**config.mk**
```make
export PLATFORM = sky130hd
export DESIGN_NAME = tcw_ctrl
export DESIGN_NICKNAME = d
export VERILOG_FILES = /design/src/hw/rtl/tcw_pkg.sv /design/src/hw/rtl/tcw_ctrl.sv
export SDC_FILE = /design/constraint.sdc
export NUM_CORES = 1
export LEC_CHECK = 0
export BUFFER_PORTS_ARGS = -buffer_cell sky130_fd_sc_hd__buf_2
export CORE_ASPECT_RATIO = 1.2
export CORE_MARGIN = 10
export CORE_UTILIZATION = 40
export CTS_BUF_LIST = sky130_fd_sc_hd__clkbuf_2
export DETAILED_ROUTE_END_ITERATION = 16
export HOLD_SLACK_MARGIN = 0.12
export PLACE_DENSITY = 0.65
export SYNTH_ARGS = -nofsm -noshare
export SYNTH_HDL_FRONTEND = slang
export SYNTH_SLANG_ARGS = --single-unit
export TNS_END_PERCENT = 30
```
**constraint.sdc**
```tcl
create_clock -name clk -period 5.7 [get_ports clk]
set_input_delay 1.14 -clock clk [delete_from_list [all_inputs] [get_ports clk]]
set_output_delay 1.14 -clock clk [all_outputs]
set_load 0.03 [all_outputs]
```
**src/hw/rtl/tcw_pkg.sv**
```systemverilog
`default_nettype none
package tcw_pkg;

    localparam int SCREEN_COLUMNS = 80;
    localparam int SCREEN_ROWS    = 25;
    localparam int CELL_COUNT     = SCREEN_ROWS * SCREEN_COLUMNS;
    localparam int ADDR_W         = $clog2(CELL_COUNT);

    localparam int ROW_W  = 5;
    localparam int COL_W  = 7;
    localparam int BYTE_W = 8;

    localparam logic [BYTE_W-1:0] NEWLINE_CODE    = 8'd10;
    localparam logic [BYTE_W-1:0] TERMINATOR_CODE = 8'd0;
    localparam logic [BYTE_W-1:0] BLANK_CHAR      = 8'd32;
    localparam logic [BYTE_W-1:0] BLANK_ATTR      = 8'd7;

    localparam logic [ROW_W-1:0] RESET_ROW = 5'd4;

    localparam logic [ADDR_W-1:0] ROW_STRIDE = ADDR_W'(SCREEN_COLUMNS);
    localparam logic [ADDR_W-1:0] COPY_LAST  = ADDR_W'(CELL_COUNT - SCREEN_COLUMNS - 1);
    localparam logic [ADDR_W-1:0] BLANK_FIRST = ADDR_W'(CELL_COUNT - SCREEN_COLUMNS);
    localparam logic [ADDR_W-1:0] CELL_LAST  = ADDR_W'(CELL_COUNT - 1);

    typedef enum logic {
        MODE_PUT  = 1'b0,
        MODE_READ = 1'b1
    } tcw_mode_t;

    typedef enum logic [2:0] {
        ST_CLEAR,
        ST_IDLE,
        ST_READ,
        ST_COPY,
        ST_BLANK,
        ST_RESULT
    } tcw_state_t;

    typedef enum logic [1:0] {
        WK_PUT,
        WK_COPY,
        WK_BLANK
    } tcw_wr_kind_t;

    typedef struct packed {
        logic              mode;
        logic [BYTE_W-1:0] char_code;
        logic [ROW_W-1:0]  read_row;
        logic [COL_W-1:0]  read_col;
    } tcw_req_t;

    typedef struct packed {
        logic [ROW_W-1:0]  cursor_row;
        logic [COL_W-1:0]  cursor_col;
        logic              scrolled;
        logic [BYTE_W-1:0] cell_char;
        logic [BYTE_W-1:0] cell_attr;
    } tcw_rsp_t;

    typedef struct packed {
        logic              en;
        logic              attr_en;
        logic [ADDR_W-1:0] addr;
        logic [BYTE_W-1:0] chr;
        logic [BYTE_W-1:0] attr;
    } tcw_wr_t;

    typedef struct packed {
        logic              en;
        logic [ADDR_W-1:0] addr;
    } tcw_rd_t;

endpackage
`default_nettype wire

```
**src/hw/rtl/tcw_ctrl.sv**
```systemverilog
`default_nettype none
module tcw_ctrl (
    input  wire logic                   clk,
    input  wire logic                   rst_n,
    input  wire logic                   req_valid,
    output logic                        req_ready,
    input  wire tcw_pkg::tcw_req_t      req,
    output logic                        rsp_valid,
    input  wire logic                   rsp_ready,
    output tcw_pkg::tcw_rsp_t           rsp,
    output tcw_pkg::tcw_wr_t            wr,
    output tcw_pkg::tcw_rd_t            rd,
    input  wire logic [tcw_pkg::BYTE_W-1:0] rd_char,
    input  wire logic [tcw_pkg::BYTE_W-1:0] rd_attr
);
    import tcw_pkg::*;

    tcw_state_t        state_reg, state_next;
    logic [ADDR_W-1:0] cnt_reg, cnt_next;
    logic [ROW_W-1:0]  row_reg, row_next;
    logic [COL_W-1:0]  col_reg, col_next;
    logic              scrolled_reg, scrolled_next;
    logic [BYTE_W-1:0] cell_char_reg, cell_char_next;
    logic [BYTE_W-1:0] cell_attr_reg, cell_attr_next;

    // registered write slot, lines up copy writes with the registered read data
    logic              wr_pend_reg, wr_pend_next;
    tcw_wr_kind_t      wr_kind_reg, wr_kind_next;
    logic [ADDR_W-1:0] wr_addr_reg, wr_addr_next;
    logic [BYTE_W-1:0] put_char_reg, put_char_next;

    logic              rsp_valid_reg, rsp_valid_next;
    tcw_rsp_t          rsp_reg, rsp_next;

    logic [ROW_W:0]    row_inc;
    logic [COL_W:0]    col_inc;
    logic [ADDR_W-1:0] cursor_addr;
    logic [ADDR_W-1:0] read_addr;
    logic              read_in_range;

    assign row_inc       = {1'b0, row_reg} + 1'b1;
    assign col_inc       = {1'b0, col_reg} + 1'b1;
    assign cursor_addr   = ADDR_W'(row_reg) * ROW_STRIDE + ADDR_W'(col_reg);
    assign read_addr     = ADDR_W'(req.read_row) * ROW_STRIDE + ADDR_W'(req.read_col);
    assign read_in_range = (32'(req.read_row) < SCREEN_ROWS)
                        && (32'(req.read_col) < SCREEN_COLUMNS);

    always_ff @(posedge clk or negedge rst_n)
    begin
        if (!rst_n)
        begin
            state_reg     <= ST_CLEAR;
            cnt_reg       <= '0;
            row_reg       <= RESET_ROW;
            col_reg       <= '0;
            wr_pend_reg   <= 1'b0;
            rsp_valid_reg <= 1'b0;
        end
        else
        begin
            state_reg     <= state_next;
            cnt_reg       <= cnt_next;
            row_reg       <= row_next;
            col_reg       <= col_next;
            wr_pend_reg   <= wr_pend_next;
            rsp_valid_reg <= rsp_valid_next;
        end
    end

    always_ff @(posedge clk)
    begin
        scrolled_reg  <= scrolled_next;
        cell_char_reg <= cell_char_next;
        cell_attr_reg <= cell_attr_next;
        wr_kind_reg   <= wr_kind_next;
        wr_addr_reg   <= wr_addr_next;
        put_char_reg  <= put_char_next;
        rsp_reg       <= rsp_next;
    end

    always_comb
    begin
        state_next     = state_reg;
        cnt_next       = cnt_reg;
        row_next       = row_reg;
        col_next       = col_reg;
        scrolled_next  = scrolled_reg;
        cell_char_next = cell_char_reg;
        cell_attr_next = cell_attr_reg;
        wr_pend_next   = 1'b0;
        wr_kind_next   = wr_kind_reg;
        wr_addr_next   = wr_addr_reg;
        put_char_next  = put_char_reg;
        rsp_valid_next = rsp_valid_reg && !rsp_ready;
        rsp_next       = rsp_reg;
        req_ready      = 1'b0;
        rd.en          = 1'b0;
        rd.addr        = read_addr;

        unique case (state_reg)
            ST_CLEAR:
            begin
                wr_pend_next = 1'b1;
                wr_kind_next = WK_BLANK;
                wr_addr_next = cnt_reg;
                cnt_next     = cnt_reg + 1'b1;
                if (cnt_reg == CELL_LAST)
                begin
                    cnt_next   = '0;
                    state_next = ST_IDLE;
                end
            end

            ST_IDLE:
            begin
                // hold off while the last clearing write is still in flight
                req_ready = !wr_pend_reg;
                if (req_valid && !wr_pend_reg)
                begin
                    scrolled_next  = 1'b0;
                    cell_char_next = '0;
                    cell_attr_next = '0;
                    state_next     = ST_RESULT;
                    if (req.mode == MODE_READ)
                    begin
                        if (read_in_range)
                        begin
                            rd.en      = 1'b1;
                            state_next = ST_READ;
                        end
                    end
                    else if (req.char_code != TERMINATOR_CODE)
                    begin
                        if (req.char_code == NEWLINE_CODE)
                        begin
                            row_next = row_inc[ROW_W-1:0];
                            col_next = '0;
                        end
                        else
                        begin
                            wr_pend_next  = 1'b1;
                            wr_kind_next  = WK_PUT;
                            wr_addr_next  = cursor_addr;
                            put_char_next = req.char_code;
                            if (32'(col_inc) >= SCREEN_COLUMNS)
                            begin
                                row_next = row_inc[ROW_W-1:0];
                                col_next = '0;
                            end
                            else
                            begin
                                col_next = col_inc[COL_W-1:0];
                            end
                        end
                        // only a newline or a wrap can push the cursor off the bottom
                        if ((req.char_code == NEWLINE_CODE || 32'(col_inc) >= SCREEN_COLUMNS)
                            && 32'(row_inc) >= SCREEN_ROWS)
                        begin
                            row_next      = ROW_W'(SCREEN_ROWS - 1);
                            col_next      = '0;
                            scrolled_next = 1'b1;
                            cnt_next      = '0;
                            state_next    = ST_COPY;
                        end
                    end
                end
            end

            ST_READ:
            begin
                cell_char_next = rd_char;
                cell_attr_next = rd_attr;
                state_next     = ST_RESULT;
            end

            ST_COPY:
            begin
                rd.en        = 1'b1;
                rd.addr      = cnt_reg + ROW_STRIDE;
                wr_pend_next = 1'b1;
                wr_kind_next = WK_COPY;
                wr_addr_next = cnt_reg;
                cnt_next     = cnt_reg + 1'b1;
                if (cnt_reg == COPY_LAST)
                begin
                    cnt_next   = BLANK_FIRST;
                    state_next = ST_BLANK;
                end
            end

            ST_BLANK:
            begin
                wr_pend_next = 1'b1;
                wr_kind_next = WK_BLANK;
                wr_addr_next = cnt_reg;
                cnt_next     = cnt_reg + 1'b1;
                if (cnt_reg == CELL_LAST)
                begin
                    cnt_next   = '0;
                    state_next = ST_RESULT;
                end
            end

            ST_RESULT:
            begin
                if (!rsp_valid_reg || rsp_ready)
                begin
                    rsp_valid_next      = 1'b1;
                    rsp_next.cursor_row = row_reg;
                    rsp_next.cursor_col = col_reg;
                    rsp_next.scrolled   = scrolled_reg;
                    rsp_next.cell_char  = cell_char_reg;
                    rsp_next.cell_attr  = cell_attr_reg;
                    state_next          = ST_IDLE;
                end
            end

            default:
            begin
                state_next = ST_IDLE;
            end
        endcase
    end

    always_comb
    begin
        wr.en   = wr_pend_reg;
        wr.addr = wr_addr_reg;
        unique case (wr_kind_reg)
            WK_PUT:
            begin
                wr.attr_en = 1'b0;
                wr.chr     = put_char_reg;
                wr.attr    = BLANK_ATTR;
            end
            WK_COPY:
            begin
                wr.attr_en = 1'b1;
                wr.chr     = rd_char;
                wr.attr    = rd_attr;
            end
            default:
            begin
                wr.attr_en = 1'b1;
                wr.chr     = BLANK_CHAR;
                wr.attr    = BLANK_ATTR;
            end
        endcase
    end

    assign rsp_valid = rsp_valid_reg;
    assign rsp       = rsp_reg;

endmodule
`default_nettype wire
```
==> results of run 1 <==
## cell type report
| cell class | count | area (sq um) |
|---|---|---|
| Sequential cell | 95 | 2710 |
| Fill cell | 1166 | 6300 |
| Antenna cell | 1 | 2.50 |
| Tap cell | 161 | 201 |
| Inverter | 21 | 78.8 |
| Clock inverter | 7 | 87.6 |
| Multi-Input combinational cell | 336 | 2200 |
| Timing Repair Buffer | 116 | 591 |
| Clock buffer | 9 | 45.0 |
## cell families (layout without fill, tap and decap cells)
| group | after synthesis | in the layout | share of synthesized area (%) |
|---|---|---|---|
| flops | 95 | 95 | 53.6 |
| simple gates | 179 | 179 | 18.1 |
| buf+inv | 37 | 153 | 2.94 |
| fa+ha+maj | 28 | 28 | 7.51 |
| other cells | 0 | 1 | 0 |
| mux | 10 | 10 | 2.03 |
| compound gates | 102 | 102 | 12.8 |
| xor+xnor | 17 | 17 | 2.94 |
## cell usage in the layout, fill, tap and decap left out, types with 10 or more instances in the layout
cell type	Yosys	final
and2_1	22	22
xnor2_1	10	10
edfxtp_1	67	67
a21oi_1	23	23
nor2_1	33	33
inv_1	21	21
dfrtp_1	27	27
o21ai_0	41	41
ha_1	24	24
nand2_1	54	54
buf_2	2	112
## critical path, cell delays in order
cell and delay [ns]:
buf_2 0.13, ha_1 0.30, ha_1 0.24, fa_1 0.56
nand2_1 0.10, o21bai_1 0.17, o311ai_0 0.40, xnor2_1 0.12
o21ai_0 0.15, buf_2 0.23
## power groups by stage
stage	Combinational (uW)	Sequential, uW	Clock, uW
finish	1130	1160	361
global route	1240	1190	403
CTS	1150	1160	374
detailed placement	1140	1180	0
global placement	1120	1170	0
floorplan	676	1280	0
## per-layer routing
layer	track usage [%]	part of all wire, %	up-vias	wire, um
li1	-	-	1896	-
met1	16.7	42	1839	5050
met2	23.1	49	110	5820
met3	3.51	7.8	11	931
met4	4.72	1.1	0	136
met5	0	0	-	0
## worst paths after layout
check	endpoint	slack, ns	cells after the start
worst max-delay path	rd[10]	1.02	10
worst min-delay path	rsp[15]	0.45	0
worst max register to register	wr_addr_reg[2]	2.39	5
worst min register to register	rsp[15]	0.45	0
max in group asynchronous	col_reg[3]	4.67	1
min in group asynchronous	row_reg[4]	0.58	1
## through the flow
step	instances	setup slack, ns
after floorplan	468	1.02
after global placement	729	1.14
after detailed placement	729	1.03
after CTS	745	1.02
after global routing	746	0.854
final	746	1.02
==> insert_results.sql, run 1 <==
INSERT INTO impl_metrics (metric_group, metric, value, unit) VALUES
('status', 'outcome', 'finished, final reports clean', ''),
('clocking', 'clkTransAtPathRegs', '0.22', 'ns'),
('die', 'design.core.area', '12200', 'sq um'),
('clocking', 'cts_made_buffers', '9', ''),
('synth', 'yosysTopAreaCellShare', '39.7', '%'),
('route', 'post_route_drc_violation_count', '0', ''),
('timing', 'slew_headroom', '29.0', '%'),
('route', 'route.vias.total', '3856', ''),
('route', 'drt_pre_antenna_iters', '6', ''),
('timing', 'fin_hold_ws', '0.448', 'ns'),
('synth', 'seq_area_frac_synth', '53.6', '%'),
('critical_path', 'critical_path_class', 'input port to primary output', ''),
('placed_design', 'place_hpwl', '9400', 'um'),
('synth', 'avgSynthCellArea', '10.8', 'sq um'),
('clocking', 'clkSinkCount', '95', ''),
('finish', 'drive_gt1_share', '25.3', '%'),
('global_routing', 'grt_max_degree', '30', ''),
('power', 'share_clk_of_total_power', '13.6', '%'),
('critical_path', 'worstPathMaxFanout', '4', ''),
('synth', 'synth_cell_type_count', '58', ''),
('synth', 'synth_commonest_cells', '67 x edfxtp_1, 54 x nand2_1, 41 x o21ai_0, 33 x nor2_1, 27 x dfrtp_1', ''),
('synth', 'synth-async-reset-ratio', '29.5', '%'),
('job', 'max-cap-violations', '0', ''),
('timing', 'drv_slew', '0', ''),
('synth', 'yosys_warns', '0', ''),
('critical_path', 'worst_setup_path_start_kind', 'input port', ''),
('route', 'drtAntennaViolNets', '0', ''),
('synth', 'synth-seq-cells', '95', ''),
('power', 'p_comb_share', '42.6', '%'),
('power', 'power_density', '447', 'nW/um^2'),
('finish', 'final_cell_area', '5920', 'sq um'),
('route', 'drt_iter0_drc', '287', ''),
('global_routing', 'global_route.usage.total', '13.8', '%'),
('finish', 'syn2layout_area_growth', '17.0', '%'),
('die', 'floorplan.die_area', '17600', 'sq um'),
('timing', 'final.period_utilization', '82.1', '%'),
('synth', 'netlist_area', '5060', 'sq um'),
('finish', 'final_util', '48.5', '%'),
('clocking', 'cts_hold_buf', '0', ''),
('synth', 'most_common_cell_in_the_netlist', 'edfxtp_1', ''),
('critical_path', 'cp_data_arrival_time', '3.54', 'ns'),
('timing', 'fmaxAchievable', '0.214', 'GHz'),
('synth', 'edff_count_synth', '67', ''),
('clocking', 'clk-insertion-delay-late', '0.56', 'ns'),
('synth', 'netlist_instances', '468', ''),
('placed_design', 'dpl-instance-area', '5790', 'sq um'),
('timing', 'rsz_0062_raised_after_global_routing', 'false', ''),
('critical_path', 'setup.worst_path.start', 'req[8]', ''),
('hold_path', 'worstHoldStart', 'cell_char_reg[7]', ''),
('synth', 'top_ff_cell_synth', 'edfxtp_1', ''),
('synth', 'synth_top_area_cell', 'edfxtp_1', ''),
('critical_path', 'timing.critical_path.to_type', 'primary output', ''),
('timing', 'worst_clock_skew', '0.0176', 'ns'),
('global_routing', 'vias_in_the_first_global_route', '3885', ''),
('route', 'viasPerCell', '5.17', ''),
('finish', 'largest_reg_flops', '29', ''),
('die', 'placementRows', '44', ''),
('route', 'average_wire_per_cell_in_the_routed_design', '16.0', 'um'),
('power', 'fin_total_pwr', '2650', 'uW'),
('power', 'power.ir.vdd_worst', '0.192', 'mV'),
('global_routing', 'grt_overflow', '0', ''),
('die', 'dieHeight', '143', 'um'),
('power', 'power_leakage', '0.00248', 'uW'),
('timing', 'timing_worst_slew_pin_value', '1.06', 'ns'),
('global_routing', 'grt_pass1_wl', '19500', 'um'),
('timing', 'hold_viol', '0', ''),
('power', 'sw_frac_of_total', '44.3', '%'),
('route', 'drt_wl_total', '11900', 'um'),
('timing', 'final_period_minus_worst_setup_slack', '4.68', 'ns'),
('synth', 'syn-num-nets', '537', ''),
('power', 'power.sequential.fraction', '43.7', '%');
Power figures use the tool's default switching activity.
==> run 2: changes to the inputs <==
==> constraint.sdc (replaced) <==
create_clock -name clk -period 4.8 [get_ports clk]
set_input_delay 0.96 -clock clk [delete_from_list [all_inputs] [get_ports clk]]
set_output_delay 0.96 -clock clk [all_outputs]
set_load 0.03 [all_outputs]
==> run 2 against run 1 <==
  * Non-clock buffer count up 1
  * Critical path depth up 1
  * Global-route usage down 0.37 points
  * First-iteration DRC count down 1.4%
  * Wire length up 1.5%
  * Sequential share of layout area up 0.40 points
  * Count of clock-buffer cells in the layout unchanged
  * Final area down 0.87%
  * Total power up 14%
  * Worst setup slack worse by 0.55 ns
==> insert_results.sql, run 2 (synthesis gave the netlist of run 1 again) <==
INSERT INTO impl_metrics (metric_group, metric, value, unit) VALUES
('clocking', 'clkSinkCount', '95', ''),
('timing', 'worst_slack', '0.478', 'ns'),
('clocking', 'clockBufferDepth', '2', ''),
('clocking', 'cts_hold_buf', '0', ''),
('die', 'io_pins', '113', ''),
('power', 'power.sequential.fraction', '45.4', '%'),
('die', 'design.core.area', '12200', 'sq um'),
('timing', 'final.period_utilization', '90.1', '%'),
('route', 'drt_iter0_drc', '283', ''),
('global_routing', 'vias_in_the_first_global_route', '3774', ''),
('critical_path', 'timing.critical_path.to_type', 'primary output', ''),
('power', 'cellInternalPower', '1650', 'uW'),
('global_routing', 'grt_max_degree', '30', ''),
('placed_design', 'place_hpwl', '9540', 'um'),
('power', 'sw_frac_of_total', '45.7', '%'),
('power', 'share_clk_of_total_power', '10.2', '%'),
('global_routing', 'gr-max-usage-layer', 'met2', ''),
('clocking', 'cts_resized', '0', ''),
('critical_path', 'depth_of_the_worst_register_to_register_path', '5', ''),
('route', 'drt_pre_antenna_iters', '4', ''),
('finish', 'layout.cells.most_common_list', '112 x buf_2, 67 x edfxtp_1, 54 x nand2_1, 41 x o21ai_0, 33 x nor2_1', ''),
('die', 'floorplan.die_area', '17600', 'sq um'),
('critical_path', 'critical_path.cell_chain', 'buf_2, ha_1, ha_1, fa_1, nand2_1, o21bai_1, o21ai_0, o311ai_0, xnor2_1, o21ai_0, buf_2', ''),
('global_routing', 'grt_overflow', '0', ''),
('critical_path', 'worst_ep_required_time', '3.84', 'ns'),
('timing', 'worst_clock_skew', '0.0211', 'ns'),
('die', 'initial_core_util', '41.4', '%'),
('timing', 'hold_viol', '0', ''),
('finish', 'final_stage_net_count', '649', ''),
('power', 'power.ir.vdd_worst', '0.209', 'mV'),
('timing', 'timing_worst_slew_pin_value', '0.971', 'ns'),
('finish', 'final_common_cell', 'buf_2', ''),
('placed_design', 'port-buffer-count', '112', ''),
('global_routing', 'grt_util_met1', '15.7', '%'),
('route', 'drtAntennaViolNets', '0', ''),
('timing', 'slew_headroom', '35.0', '%'),
('timing', 'drv_slew', '0', ''),
('timing', 'rsz_0062_raised_after_global_routing', 'false', ''),
('route', 'average_wire_per_cell_in_the_routed_design', '16.3', 'um'),
('clocking', 'tritoncts', 'done', ''),
('timing', 'final_period_minus_worst_setup_slack', '4.32', 'ns'),
('timing', 'fin_hold_ws', '0.431', 'ns'),
('power', 'power_switching', '1390', 'uW'),
('route', 'viasPerCell', '5.19', ''),
('critical_path', 'regToRegEndpoint', 'wr_addr_reg[2]', ''),
('global_routing', 'grt_pass1_wl', '18800', 'um'),
('die', 'dieHeight', '143', 'um'),
('finish', 'final_util', '48.0', '%'),
('clocking', 'cts-root-buf', 'clkbuf_2', ''),
('global_routing', 'met3_usage', '3.83', '%'),
('global_routing', 'grt_antenna_before_repair', '1', ''),
('critical_path', 'crit-reg2reg-launch', 'state_reg[1]', ''),
('clocking', 'post_cts_buffers', '0', ''),
('critical_path', 'timing.critical_path.slowest_cell_delay', '0.55', 'ns'),
('critical_path', 'cp_data_arrival_time', '3.36', 'ns'),
('clocking', 'clkTransAtPathRegs', '0.23', 'ns'),
('power', 'p_comb_share', '44.4', '%'),
('hold_path', 'hold_path_class', 'input port to asynchronous set/reset pin', ''),
('power', 'power_density', '516', 'nW/um^2'),
('critical_path', 'worst_setup_path_start_kind', 'input port', ''),
('clocking', 'cts_max_level', '3', ''),
('die', 'die_x', '123', 'um'),
('power', 'fin_total_pwr', '3030', 'uW'),
('placed_design', 'place_worst_setup_slack', '0.516', 'ns'),
('finish', 'drive_gt1_share', '24.8', '%'),
('route', 'route.vias.total', '3871', ''),
('global_routing', 'global_route.usage.total', '13.4', '%'),
('placed_design', 'finalWeightedCongestion', '0.806', ''),
('die', 'placementRows', '44', ''),
('job', 'max-cap-violations', '0', ''),
('finish', 'filler_cell_count', '1183', ''),
('clocking', 'cts_made_buffers', '9', ''),
('clocking', 'clk-insertion-delay-late', '0.52', 'ns'),
('critical_path', 'worstPathMaxFanout', '4', ''),
('route', 'post_route_drc_violation_count', '0', ''),
('power', 'power_leakage', '0.00246', 'uW'),
('finish', 'syn2layout_area_growth', '16.0', '%'),
('status', 'outcome', 'finished, final reports clean', ''),
('timing', 'fmaxAchievable', '0.231', 'GHz'),
('critical_path', 'critical-path-slowest-cell', 'fa_1', ''),
('critical_path', 'rrSetupSlack', '1.58', 'ns'),
('global_routing', 'global_route_met2_utilization', '23.1', '%'),
('route', 'drt_wl_total', '12100', 'um'),
('timing', 'totalNegativeSetupSlack', '0', 'ns'),
('critical_path', 'critical_path_class', 'input port to primary output', ''),
('timing', 'setup-violations-final', '0', ''),
('finish', 'largest_reg_flops', '29', '');
-- run 2: power by group through the flow --
stage	combinational, uW	sequential, uW	clock [uW]
after detailed placement	1360	1400	0
after CTS	1370	1380	320
after global placement	1340	1390	0
after global routing	1470	1410	359
after floorplan	802	1520	0
final	1350	1380	309
-- run 2: worst max-delay path: cells and delay by family --
family,cells,cell delay (ns)
AND/OR/NAND/NOR,1,0.08
buffers and inverters,2,0.35
XOR/XNOR,1,0.18
adder cells (fa/ha/maj),3,1.07
AO/OA/AOI/OAI,4,0.71
-- run 2: worst max path at each step --
| stage | slack (ns) | cells past startpoint | end | startpoint |
|---|---|---|---|---|
| after floorplan | 0.48 | 8 | rd[10] | req[8] |
| after global routing | 0.37 | 10 | rd[10] | req[8] |
| final | 0.48 | 11 | rd[10] | req[8] |
| after CTS | 0.51 | 10 | rd[10] | req[8] |
| after detailed placement | 0.52 | 10 | rd[10] | req[8] |
| after global placement | 0.60 | 10 | rd[10] | req[8] |
-- run 2: layout make-up --
cell class | instances | area (sq um) | share of cell area, %
sequential | 95 | 2710 | 46.2
timing repair buffer | 117 | 598 | 10.2
multi-input combinational | 336 | 2200 | 37.5
antenna | 1 | 2.50 | 0.0426
clock inverter | 6 | 28.8 | 0.490
clock buffer | 9 | 45.0 | 0.767
inverter | 21 | 78.8 | 1.34
tap | 161 | 201 | 3.43
-- run 2: through the flow --
step / std cells / area [sq um]
final: 746 / 5870
after global routing: 746 / 5870
after CTS: 745 / 5870
after detailed placement: 730 / 5790
after global placement: 730 / 5790
after floorplan: 468 / 5060
-- run 2: metal layers --
layer  up-vias  routed length [um]
met4         0                 131
li1       1899                   -
met5         -                   0
met1      1837                5020
met3         8                 900
met2       127                6070
